**src/hdl/afd_pkg.sv**
```systemverilog
// Shared types and constants for the API frame deframer.
package afd_pkg;

    localparam int unsigned PADDR_W = 2;
    localparam int unsigned PDATA_W = 32;

    localparam logic [PADDR_W-1:0] REG_FRAME_TYPE = 2'd0;

    localparam logic [7:0] START_BYTE       = 8'h7E;
    localparam logic [7:0] FRAME_TYPE_RESET = 8'hB0;
    localparam int unsigned FIRST_STORED_POS = 14;
    localparam int unsigned INDEX_W = 10;

    typedef enum logic [2:0] {
        EV_NONE      = 3'd0,
        EV_OK        = 3'd1,
        EV_NOT_START = 3'd2,
        EV_BAD_LEN   = 3'd3,
        EV_BAD_TYPE  = 3'd4,
        EV_BAD_SUM   = 3'd5
    } t_event;

    typedef struct packed {
        logic       valid;
        logic [7:0] rx_byte;
    } t_stage;

endpackage

```
**src/hdl/afd_if.sv**
```systemverilog
// Channel interfaces: received bytes in, deframed results out.
interface afd_rx_if;
    logic       valid;
    logic       ready;
    logic [7:0] rx_byte;

    modport source (output valid, output rx_byte, input ready);
    modport sink (input valid, input rx_byte, output ready);
endinterface

interface afd_res_if;
    logic       valid;
    logic       ready;
    logic       payload_valid;
    logic [7:0] payload_byte;
    logic [9:0] payload_index;
    logic [2:0] event_res;

    modport source (output valid, output payload_valid, output payload_byte,
                    output payload_index, output event_res, input ready);
    modport sink (input valid, input payload_valid, input payload_byte,
                  input payload_index, input event_res, output ready);
endinterface

```
**src/hdl/api_frame_deframer.sv**
```systemverilog
// Top level of the API frame deframer.
//
//  channel  | dir | handshake        | payload
//  i_rx     | in  | valid / ready    | rx_byte
//  o_res    | out | valid / ready    | payload_valid, payload_byte, payload_index, event_res
//  APB      | in  | psel / penable   | paddr, pwdata, prdata (expected_frame_type at 0x0)
//
// Each byte passes through the input register, then through the frame decode into the
// result register. One byte is accepted per cycle while results are taken. A stalled
// result holds the decode; the input register holds one byte, and ready drops once it
// is full. Synchronous reset returns the parser to start-byte hunting and the frame
// type register to 0xB0.
module api_frame_deframer #(
    parameter int unsigned MAX_FRAME_LEN = 1024
) (
    input  logic                        i_clk,
    input  logic                        i_rst_n,
    afd_rx_if.sink                      i_rx,
    afd_res_if.source                   o_res,
    input  logic                        psel,
    input  logic                        penable,
    input  logic                        pwrite,
    input  logic [afd_pkg::PADDR_W-1:0] paddr,
    input  logic [afd_pkg::PDATA_W-1:0] pwdata,
    output logic [afd_pkg::PDATA_W-1:0] prdata,
    output logic                        pready
);
    import afd_pkg::*;

    t_stage     stage;
    logic       take;
    logic [7:0] frame_type;

    afd_cfg u_cfg (
        .i_clk        (i_clk),
        .i_rst_n      (i_rst_n),
        .psel         (psel),
        .penable      (penable),
        .pwrite       (pwrite),
        .paddr        (paddr),
        .pwdata       (pwdata),
        .prdata       (prdata),
        .pready       (pready),
        .o_frame_type (frame_type)
    );

    afd_in_stage u_in (
        .i_clk   (i_clk),
        .i_rst_n (i_rst_n),
        .i_rx    (i_rx),
        .i_take  (take),
        .o_stage (stage)
    );

    afd_parse #(
        .MAX_FRAME_LEN (MAX_FRAME_LEN)
    ) u_parse (
        .i_clk        (i_clk),
        .i_rst_n      (i_rst_n),
        .i_stage      (stage),
        .i_frame_type (frame_type),
        .o_take       (take),
        .o_res        (o_res)
    );
endmodule

```
**src/hdl/afd_cfg.sv**
```systemverilog
// APB register file holding the expected frame type.
module afd_cfg (
    input  logic                        i_clk,
    input  logic                        i_rst_n,
    input  logic                        psel,
    input  logic                        penable,
    input  logic                        pwrite,
    input  logic [afd_pkg::PADDR_W-1:0] paddr,
    input  logic [afd_pkg::PDATA_W-1:0] pwdata,
    output logic [afd_pkg::PDATA_W-1:0] prdata,
    output logic                        pready,
    output logic [7:0]                  o_frame_type
);
    import afd_pkg::*;

    logic [7:0] r_frame_type;
    logic       wr_type;

    assign pready  = 1'b1;
    assign wr_type = psel && penable && pwrite && (paddr == REG_FRAME_TYPE);

    always_ff @(posedge i_clk) begin
        if (!i_rst_n) begin
            r_frame_type <= FRAME_TYPE_RESET;
        end else if (wr_type) begin
            r_frame_type <= pwdata[7:0];
        end
    end

    always_comb begin
        prdata = '0;
        if (paddr == REG_FRAME_TYPE) begin
            prdata = {{(PDATA_W-8){1'b0}}, r_frame_type};
        end
    end

    assign o_frame_type = r_frame_type;
endmodule

```
**src/hdl/afd_in_stage.sv**
```systemverilog
// Input register that captures one received byte per item.
module afd_in_stage (
    input  logic            i_clk,
    input  logic            i_rst_n,
    afd_rx_if.sink          i_rx,
    input  logic            i_take,
    output afd_pkg::t_stage o_stage
);
    import afd_pkg::*;

    logic       r_valid;
    logic [7:0] r_byte;

    assign i_rx.ready = !r_valid || i_take;

    always_ff @(posedge i_clk) begin
        if (!i_rst_n) begin
            r_valid <= 1'b0;
        end else if (i_rx.ready) begin
            r_valid <= i_rx.valid;
        end
        if (i_rx.ready && i_rx.valid) begin
            r_byte <= i_rx.rx_byte;
        end
    end

    assign o_stage.valid   = r_valid;
    assign o_stage.rx_byte = r_byte;
endmodule

```
**src/hdl/afd_parse.sv**
```systemverilog
// Frame state, per-byte decode and the result register.
module afd_parse #(
    parameter int unsigned MAX_FRAME_LEN = 1024
) (
    input  logic            i_clk,
    input  logic            i_rst_n,
    input  afd_pkg::t_stage i_stage,
    input  logic [7:0]      i_frame_type,
    output logic            o_take,
    afd_res_if.source       o_res
);
    import afd_pkg::*;

    localparam int unsigned POS_W = $clog2(MAX_FRAME_LEN + 3);

    logic [POS_W-1:0] r_pos, n_pos;
    logic [15:0]      r_len, n_len;
    logic [7:0]       r_sum, n_sum;

    logic             r_out_valid;
    logic             r_pl_valid, n_pl_valid;
    logic [7:0]       r_pl_byte, n_pl_byte;
    logic [9:0]       r_pl_index, n_pl_index;
    t_event           r_event, n_event;

    logic [15:0]      len_full;
    logic [16:0]      trailer_pos;
    logic [16:0]      pos_ext;
    logic [16:0]      index_diff;
    logic [7:0]       b;

    assign o_take = i_stage.valid && (!r_out_valid || o_res.ready);

    assign b           = i_stage.rx_byte;
    assign len_full    = {r_len[15:8], b};
    assign pos_ext     = 17'(r_pos);
    assign trailer_pos = {1'b0, r_len} + 17'd3;
    assign index_diff  = pos_ext - 17'(FIRST_STORED_POS);

    always_comb begin
        n_pos      = r_pos;
        n_len      = r_len;
        n_sum      = r_sum;
        n_pl_valid = 1'b0;
        n_pl_byte  = '0;
        n_pl_index = '0;
        n_event    = EV_NONE;
        if (r_pos == '0) begin
            if (b == START_BYTE) begin
                n_pos = POS_W'(1);
                n_len = '0;
                n_sum = '0;
            end else begin
                n_event = EV_NOT_START;
            end
        end else if (r_pos == POS_W'(1)) begin
            n_len = {b, 8'h00};
            n_pos = POS_W'(2);
        end else if (r_pos == POS_W'(2)) begin
            n_len = len_full;
            if ((len_full == '0) || ({1'b0, len_full} >= 17'(MAX_FRAME_LEN))) begin
                n_event = EV_BAD_LEN;
                n_pos   = '0;
            end else begin
                n_pos = POS_W'(3);
            end
        end else if (r_pos == POS_W'(3)) begin
            if (b == i_frame_type) begin
                n_sum = r_sum + b;
                n_pos = POS_W'(4);
            end else begin
                n_event = EV_BAD_TYPE;
                n_pos   = '0;
            end
        end else if (pos_ext >= trailer_pos) begin
            // The trailer closes the frame whatever the checksum says.
            n_event = (b == ~r_sum) ? EV_OK : EV_BAD_SUM;
            n_pos   = '0;
        end else begin
            n_sum = r_sum + b;
            if (pos_ext >= 17'(FIRST_STORED_POS)) begin
                n_pl_valid = 1'b1;
                n_pl_byte  = b;
                n_pl_index = index_diff[INDEX_W-1:0];
            end
            n_pos = r_pos + POS_W'(1);
        end
    end

    always_ff @(posedge i_clk) begin
        if (!i_rst_n) begin
            r_pos       <= '0;
            r_len       <= '0;
            r_sum       <= '0;
            r_out_valid <= 1'b0;
        end else begin
            if (o_take) begin
                r_pos <= n_pos;
                r_len <= n_len;
                r_sum <= n_sum;
            end
            if (o_take) begin
                r_out_valid <= 1'b1;
            end else if (o_res.ready) begin
                r_out_valid <= 1'b0;
            end
        end
        if (o_take) begin
            r_pl_valid <= n_pl_valid;
            r_pl_byte  <= n_pl_byte;
            r_pl_index <= n_pl_index;
            r_event    <= n_event;
        end
    end

    assign o_res.valid         = r_out_valid;
    assign o_res.payload_valid = r_pl_valid;
    assign o_res.payload_byte  = r_pl_byte;
    assign o_res.payload_index = r_pl_index;
    assign o_res.event_res     = r_event;
endmodule

```
**src/flat_wrapper.sv**
```systemverilog
// flat-port wrapper written by rule: the top's interface ports become plain ports
module api_frame_deframer_flat import afd_pkg::*;
#(
    parameter int unsigned MAX_FRAME_LEN = 1024
)
  (i_clk, i_rst_n, psel, penable, pwrite, paddr, pwdata, prdata, pready, i_rx_valid, i_rx_rx_byte, i_rx_ready, o_res_valid, o_res_payload_valid, o_res_payload_byte, o_res_payload_index, o_res_event_res, o_res_ready);
  afd_rx_if i_rx_i ();
  afd_res_if o_res_i ();
  input  logic i_clk;
  input  logic i_rst_n;
  input  logic psel;
  input  logic penable;
  input  logic pwrite;
  input  logic [afd_pkg::PADDR_W-1:0] paddr;
  input  logic [afd_pkg::PDATA_W-1:0] pwdata;
  output logic [afd_pkg::PDATA_W-1:0] prdata;
  output logic pready;
  input wire logic [$bits(i_rx_i.valid)-1:0] i_rx_valid;
  input wire logic [$bits(i_rx_i.rx_byte)-1:0] i_rx_rx_byte;
  output wire logic [$bits(i_rx_i.ready)-1:0] i_rx_ready;
  output wire logic [$bits(o_res_i.valid)-1:0] o_res_valid;
  output wire logic [$bits(o_res_i.payload_valid)-1:0] o_res_payload_valid;
  output wire logic [$bits(o_res_i.payload_byte)-1:0] o_res_payload_byte;
  output wire logic [$bits(o_res_i.payload_index)-1:0] o_res_payload_index;
  output wire logic [$bits(o_res_i.event_res)-1:0] o_res_event_res;
  input wire logic [$bits(o_res_i.ready)-1:0] o_res_ready;
  assign i_rx_i.valid = i_rx_valid;
  assign i_rx_i.rx_byte = i_rx_rx_byte;
  assign i_rx_ready = i_rx_i.ready;
  assign o_res_valid = o_res_i.valid;
  assign o_res_payload_valid = o_res_i.payload_valid;
  assign o_res_payload_byte = o_res_i.payload_byte;
  assign o_res_payload_index = o_res_i.payload_index;
  assign o_res_event_res = o_res_i.event_res;
  assign o_res_i.ready = o_res_ready;
  api_frame_deframer #(.MAX_FRAME_LEN(MAX_FRAME_LEN)) u_core (.i_clk(i_clk), .i_rst_n(i_rst_n), .i_rx(i_rx_i), .o_res(o_res_i), .psel(psel), .penable(penable), .pwrite(pwrite), .paddr(paddr), .pwdata(pwdata), .prdata(prdata), .pready(pready));
endmodule
```
**config.mk**
```make
export PLATFORM = sky130hd
export DESIGN_NAME = api_frame_deframer_flat
export DESIGN_NICKNAME = d
export VERILOG_FILES = /design/src/hdl/afd_pkg.sv /design/src/hdl/afd_if.sv /design/src/hdl/api_frame_deframer.sv /design/src/hdl/afd_cfg.sv /design/src/hdl/afd_in_stage.sv /design/src/hdl/afd_parse.sv /design/src/flat_wrapper.sv
export SDC_FILE = /design/constraint.sdc
export NUM_CORES = 1
export LEC_CHECK = 0
export BUFFER_PORTS_ARGS = -buffer_cell sky130_fd_sc_hd__buf_2
export CORE_UTILIZATION = 45
export DETAILED_ROUTE_END_ITERATION = 12
export HOLD_SLACK_MARGIN = 0.03
export PLACE_DENSITY = 0.76
export RECOVER_POWER = 25
export SLEW_MARGIN = 20
export SYNTH_ARGS = -nofsm -noshare
export SYNTH_HDL_FRONTEND = slang
export SYNTH_SLANG_ARGS = --single-unit
```
**constraint.sdc**
```tcl
create_clock -name i_clk -period 3 [get_ports i_clk]
set_input_delay 0.45 -clock i_clk [delete_from_list [all_inputs] [get_ports i_clk]]
set_output_delay 0.45 -clock i_clk [all_outputs]
set_load 0.005 [all_outputs]
```
Word level (Yosys, flattened, before mapping). Cells that the tools add are included.

Input bits: 49. Bits in read-only memories: 0. Flip-flop bits (word level): 75. Output and inout bits: 57. RAM bits: 0. Logic and storage cells: 86. Memories: 0. Bits in latches: 0.

Eq/ne operators: 11. Multiplexer cells: 32. Shift operators: 0. Order comparisons: 3. Multiply operators: 0. Reduce and logical (&&, ||, !) cells: 22. Div/mod/pow operators: 0. Bitwise operators: 2. Add/sub/neg operators: 4.

Operators by type and width (count): two-way mux 8 bit (9); two-way mux 11 bit (6); two-way mux 16 bit (3); two-way mux 3 bit (8); == test 11 x 2 -> 1 bit, second input constant (2); adder 16 x 2 -> 17 bit, second input constant (1); greater-or-equal comparator 11 x 17 -> 1 bit (1); == test 8 bit (2); greater-or-equal comparator 16 x 11 -> 1 bit, second input constant (1); zero test 16 bit (1); adder 11 x 1 -> 11 bit, second input constant (1); == test 11 x 1 -> 1 bit, second input constant (1); greater-or-equal comparator 11 x 4 -> 1 bit, second input constant (1); zero test 11 bit (1); subtractor 10 x 4 -> 10 bit, second input constant (1); adder 8 bit (1); == test 8 x 7 -> 1 bit, second input constant (1); inverter 8 bit (1); two-way mux 2 bit (3); AND reduction 3 bit (2); AND reduction 6 bit (1); OR reduction 6 bit (1); logical AND 1 bit (5); OR reduction 5 bit (1); 12 further kinds (19).

Longest topological paths before layout.
Depth in word-level cells: 8. Gate-level depth with buffers: 14. Depth with buffers taken out: 13.

Modules after synthesis. From an unflattened synthesis, not the netlist that was laid out.

Cell total of the unflattened synthesis: 525. Area total of the unflattened synthesis: 4600.7 um^2.

By module, submodules not included: afd_parse (cells an instance 439, area each 3711.1 um^2, instances 1, seq. area each 1381.3 um^2); afd_cfg (cells an instance 72, area each 584.3 um^2, instances 1, seq. area each 160.2 um^2); afd_in_stage (cells an instance 14, area each 305.3 um^2, instances 1, seq. area each 260.2 um^2).

Worst setup path after synthesis. OpenSTA, ideal clock, no wires.

Path type: register -> register. Start: reg u_core.u_parse.r_len[0]. End: reg u_core.u_parse.r_pos[0]. Data required time: 2.914 ns. Setup time: 0.086 ns. Buffers on the path: 1. Period minus slack after synthesis: 2.814 ns. Cell stages (with the launch flop): 15. Slack: 0.186 ns. Arrival: 2.728 ns. Cells stage by stage: dfxtp_1 > inv_1 > ha_1 > nand3b_1 > nor2_1 > nand3_1 > xor2_1 > ha_1 > nand4_1 > nor3_1 > a21o_2 > o21a_1 > buf_2 > o311a_1 > a211oi_1.

Longest elaborated chain between the ends: 7.

Ends and longest elaborated chain: from (decl) (line afd_parse.sv:17) `logic [15:0] r_len, n_len;`; from (signal assigned) (line afd_parse.sv:99) `r_len <= n_len;`; adder 16 x 2 -> 17 bit (line afd_parse.sv:37) `assign trailer_pos = {1'b0, r_len} + 17'd3;`; greater-or-equal comparator 11 x 17 -> 1 bit (line afd_parse.sv:75) `end else if (pos_ext >= trailer_pos) begin`; two-way mux 11 bit (line afd_parse.sv:75); two-way mux 11 bit (line afd_parse.sv:67) `end else if (r_pos == POS_W'(3)) begin`; two-way mux 11 bit (line afd_parse.sv:59) `end else if (r_pos == POS_W'(2)) begin`; two-way mux 11 bit (line afd_parse.sv:56) `end else if (r_pos == POS_W'(1)) begin`; two-way mux 11 bit (line afd_parse.sv:48) `if (r_pos == '0) begin`; to (signal assigned) (line afd_parse.sv:98) `r_pos <= n_pos;`; to (decl) (line afd_parse.sv:16) `logic [POS_W-1:0] r_pos, n_pos;`.

Every way passes these cells. A chain may end at the register's enable or synchronous reset.

Worst setup path after layout.
Start: reg u_core.u_parse.r_len[0]. End: reg u_core.u_parse.r_pos[8].

Same word-level chain as after synthesis.

==> metrics.cfg <==
[worst_setup_path]
endpoint_kind=register
rrSetupSlack_ns=0.17
critPathRequiredTime_ns=3.32
cpPeakStageDelay_ns=0.34
cp_common_cell=ha_1
rr_startpoint=u_core.u_parse.r_len[0]
cp_max_fo=10
cp_cell_sequence=inv_1, ha_1, nand3b_1, nor2_2, xnor2_1, ha_1, a211o_1, o211ai_1, a21oi_1, o21a_4, buf_6, o41ai_2, a21o_1
path_class=reg -> reg
critPathSlowestCell=dfxtp_2
critPathLaunchType=register
arrival_ns=3.14
critPathLaunch=u_core.u_parse.r_len[0]

[synthesis]
yosys-top-cells-area=dfxtp_1, edfxtp_1, ha_1, buf_4, nor2_1
netlist_area_um2=4480
synthMuxAreaShare=0.0290
synth_adder_area_share=0.0715
async_flop_share=0
synth_edf_count=30
synth_top_family_by_area=simple AND/OR/NAND/NOR gates
yosysWarnings=0
yosys.area_share.simple=0.213
synth_compound_area_frac=0.139
synth_top_area_cell=dfxtp_1
ys_top_cells_by_count=nor2_1, dfxtp_1, edfxtp_1, buf_4
yosysUniqueCellTypes=65
yosysMostFrequentCell=nor2_1
synth.ff_latch_count=75
syn_inst=451
synth_top_area_share=0.201
ys.flop_type=dfxtp_1
synth_xor_area_frac=0.0684
avgSynthCellArea_um2=9.93
seq_area_frac_synth=0.402

[cells_and_area]
final_nets=593
final_cell_area_um2=5110
fillCellCount=911
regArea_um2=1800
antenna_cells=0
drive_above_1_share=0.197
final_cells=657
synthToLayoutAreaGrowth_pct=14.0
multi_input_comb_area_um2=2480

[clock_tree]
cts_sinks=75
clock_latency_ns=0.37
cts.htree.levels=3
cts_tree=done
path_clk_slew_ns=0.09
cts_buffers=9
clock_path_buffers=2
cts_root_buf=clkbuf_8

[detailed_routing]
wl_per_cell_um=15.1
antenna_left=0
num_vias=3558
viasPerCell=5.42
drt-total-wl_um=9890
drc_errors=0
drtIter0Drc=114
dr.pass1.iters=4

[pwr]
sw_frac_of_total=0.295
p_per_area_nw_per_um2=452
p_int_mw=1.63
leakagePower_nw=2.17
peakVddDrop_v=0.000181
total_power_mw=2.31
power_frac_seq=0.487
p_comb_frac=0.144
p_clk_frac=0.369
power.switching_mw=0.682

[place]
dp.cells=640
io_buffer_count=56
place_congestion=0.903
placed_area_um2=4840
hpwlAfterDp_um=7240

[worst_hold_path]
hp-start=i_rx_rx_byte[6]
hold_class=in -> reg

[die]
die_y_um=102
die_x_um=102
rows=36
num_io_pins=106
start_util=0.461
core_um2=9730
die-area_um2=10400

[timing]
finClkSkew_ns=0.0148
setup_viol=0
relSlewSlack=0.203
finalMaxSlewViolations=0
finalCritPeriodShare=0.942
fmax_ghz=0.354
worst_pin_slew_ns=1.19
hold_viol=0
fin_crit_ns=2.83

[flow_run]
cap_violations=0

[global_route]
antenna_found_initial=0
grt_pass1_vias=3338
grt_usage=0.205
grt-ovfl-total=0
grt_start_max_net_pins=27
grt_pass1_wl_um=16300

[outcome]
outcome=finished, final reports clean

## cell families after synthesis
family	count (synthesis)
adder cells (fa/ha/maj)	25
other	2
AND/OR/NAND/NOR	173
multiplexers	13
AO/OA/AOI/OAI	78
XOR/XNOR	35
flip-flops	75
buffers and inverters	50
## path summary, 6_finish.rpt
check | endpoint | cells past startpoint
setup / recovery | u_core.u_parse.r_pos[8] | 13
setup reg to reg | u_core.u_parse.r_pos[8] | 13
hold / removal | u_core.u_in.r_byte[6] | 1
hold reg to reg | u_core.u_parse.r_sum[6] | 2
## cells in the final DEF (no fill, tap or decap), types with 5 or more instances in the layout
cell      instances
nor4_1           19
nor2_1           46
clkbuf_8          9
ha_1             24
o41ai_2           5
a21o_1            5
and2_1           20
and3_1            6
nand2_1          24
buf_2            38
nor3_1            5
mux2i_1          13
conb_1           25
edfxtp_1         30
buf_4            14
nand3_1          18
a22oi_1          16
a21oi_1          11
xnor2_1          15
clkbuf_1         19
xor2_1           20
dfxtp_1          44
inv_1            10
o21ai_0           5
nand4_1           8
## power groups by stage
| stage | sequential (mW) | clock, mW | combinational, mW |
|---|---|---|---|
| after floorplan | 1.14 | 0 | 0.243 |
| after global placement | 1.15 | 0 | 0.308 |
| after detailed placement | 1.15 | 0 | 0.315 |
| after CTS | 1.12 | 0.866 | 0.317 |
| after global routing | 1.13 | 0.906 | 0.370 |
| final | 1.12 | 0.851 | 0.333 |
## sequential cells by signal, summed over array words and instances (netlist names)
signal and flops:
u_core.u_parse.o_res.event_res 3, u_core.u_cfg.o_frame_type 8, u_core.u_parse.r_sum 8, u_core.u_parse.o_res.payload_byte 8
u_core.u_in.r_valid 1, u_core.u_parse.o_res.valid 1, u_core.u_parse.o_res.payload_index 10, u_core.u_parse.r_len 16
u_core.u_parse.o_res.payload_valid 1, u_core.u_parse.r_pos 11, u_core.u_in.r_byte 8
## routing by layer
metal  wire [um]  track usage  vias up
met5           0            0        -
met4         208       0.0892        0
met3         610       0.0414       14
met2        4610        0.338      115
met1        4470        0.259     1683
li1            -            -     1746
## area by class of cell
type,count,area share
multi-input cells,349,0.486
flip-flops and latches,75,0.353
repair buffers,73,0.0779
well taps,133,0.0326
clock buffers,9,0.0243
clock inverters,7,0.0184
inverters,11,0.00808
## through the flow
stage / hold slack (ns) / setup TNS [ns] / worst slack [ns] / util
after floorplan: 0.443 / 0 / 0.186 / -
after global placement: 0.451 / 0 / 0.0619 / 0.497
after detailed placement: 0.462 / 0 / 0.0176 / 0.497
after CTS: 0.242 / 0 / 0.0264 / 0.520
after global routing: 0.234 / -0.0170 / -0.0170 / 0.525
final: 0.250 / 0 / 0.173 / 0.525
## repair_timing
action,in CTS,in global routing
endpoints found under the setup margin,1,34
setup buffers,0,1
hold buffers,0,0
pin swaps,0,10
gates resized for setup,1,12
## critical path, delay by kind of cell, from the launching register on
family / cells / cell delay, ns
AOI/OAI and AO/OA: 6 / 1.25
adders and majority gates: 2 / 0.48
and+or+nand+nor: 2 / 0.37
DFF: 1 / 0.34
buffers and inverters: 2 / 0.20
xor gates and xnor gates: 1 / 0.15
(Power assumes the default switching activity.)
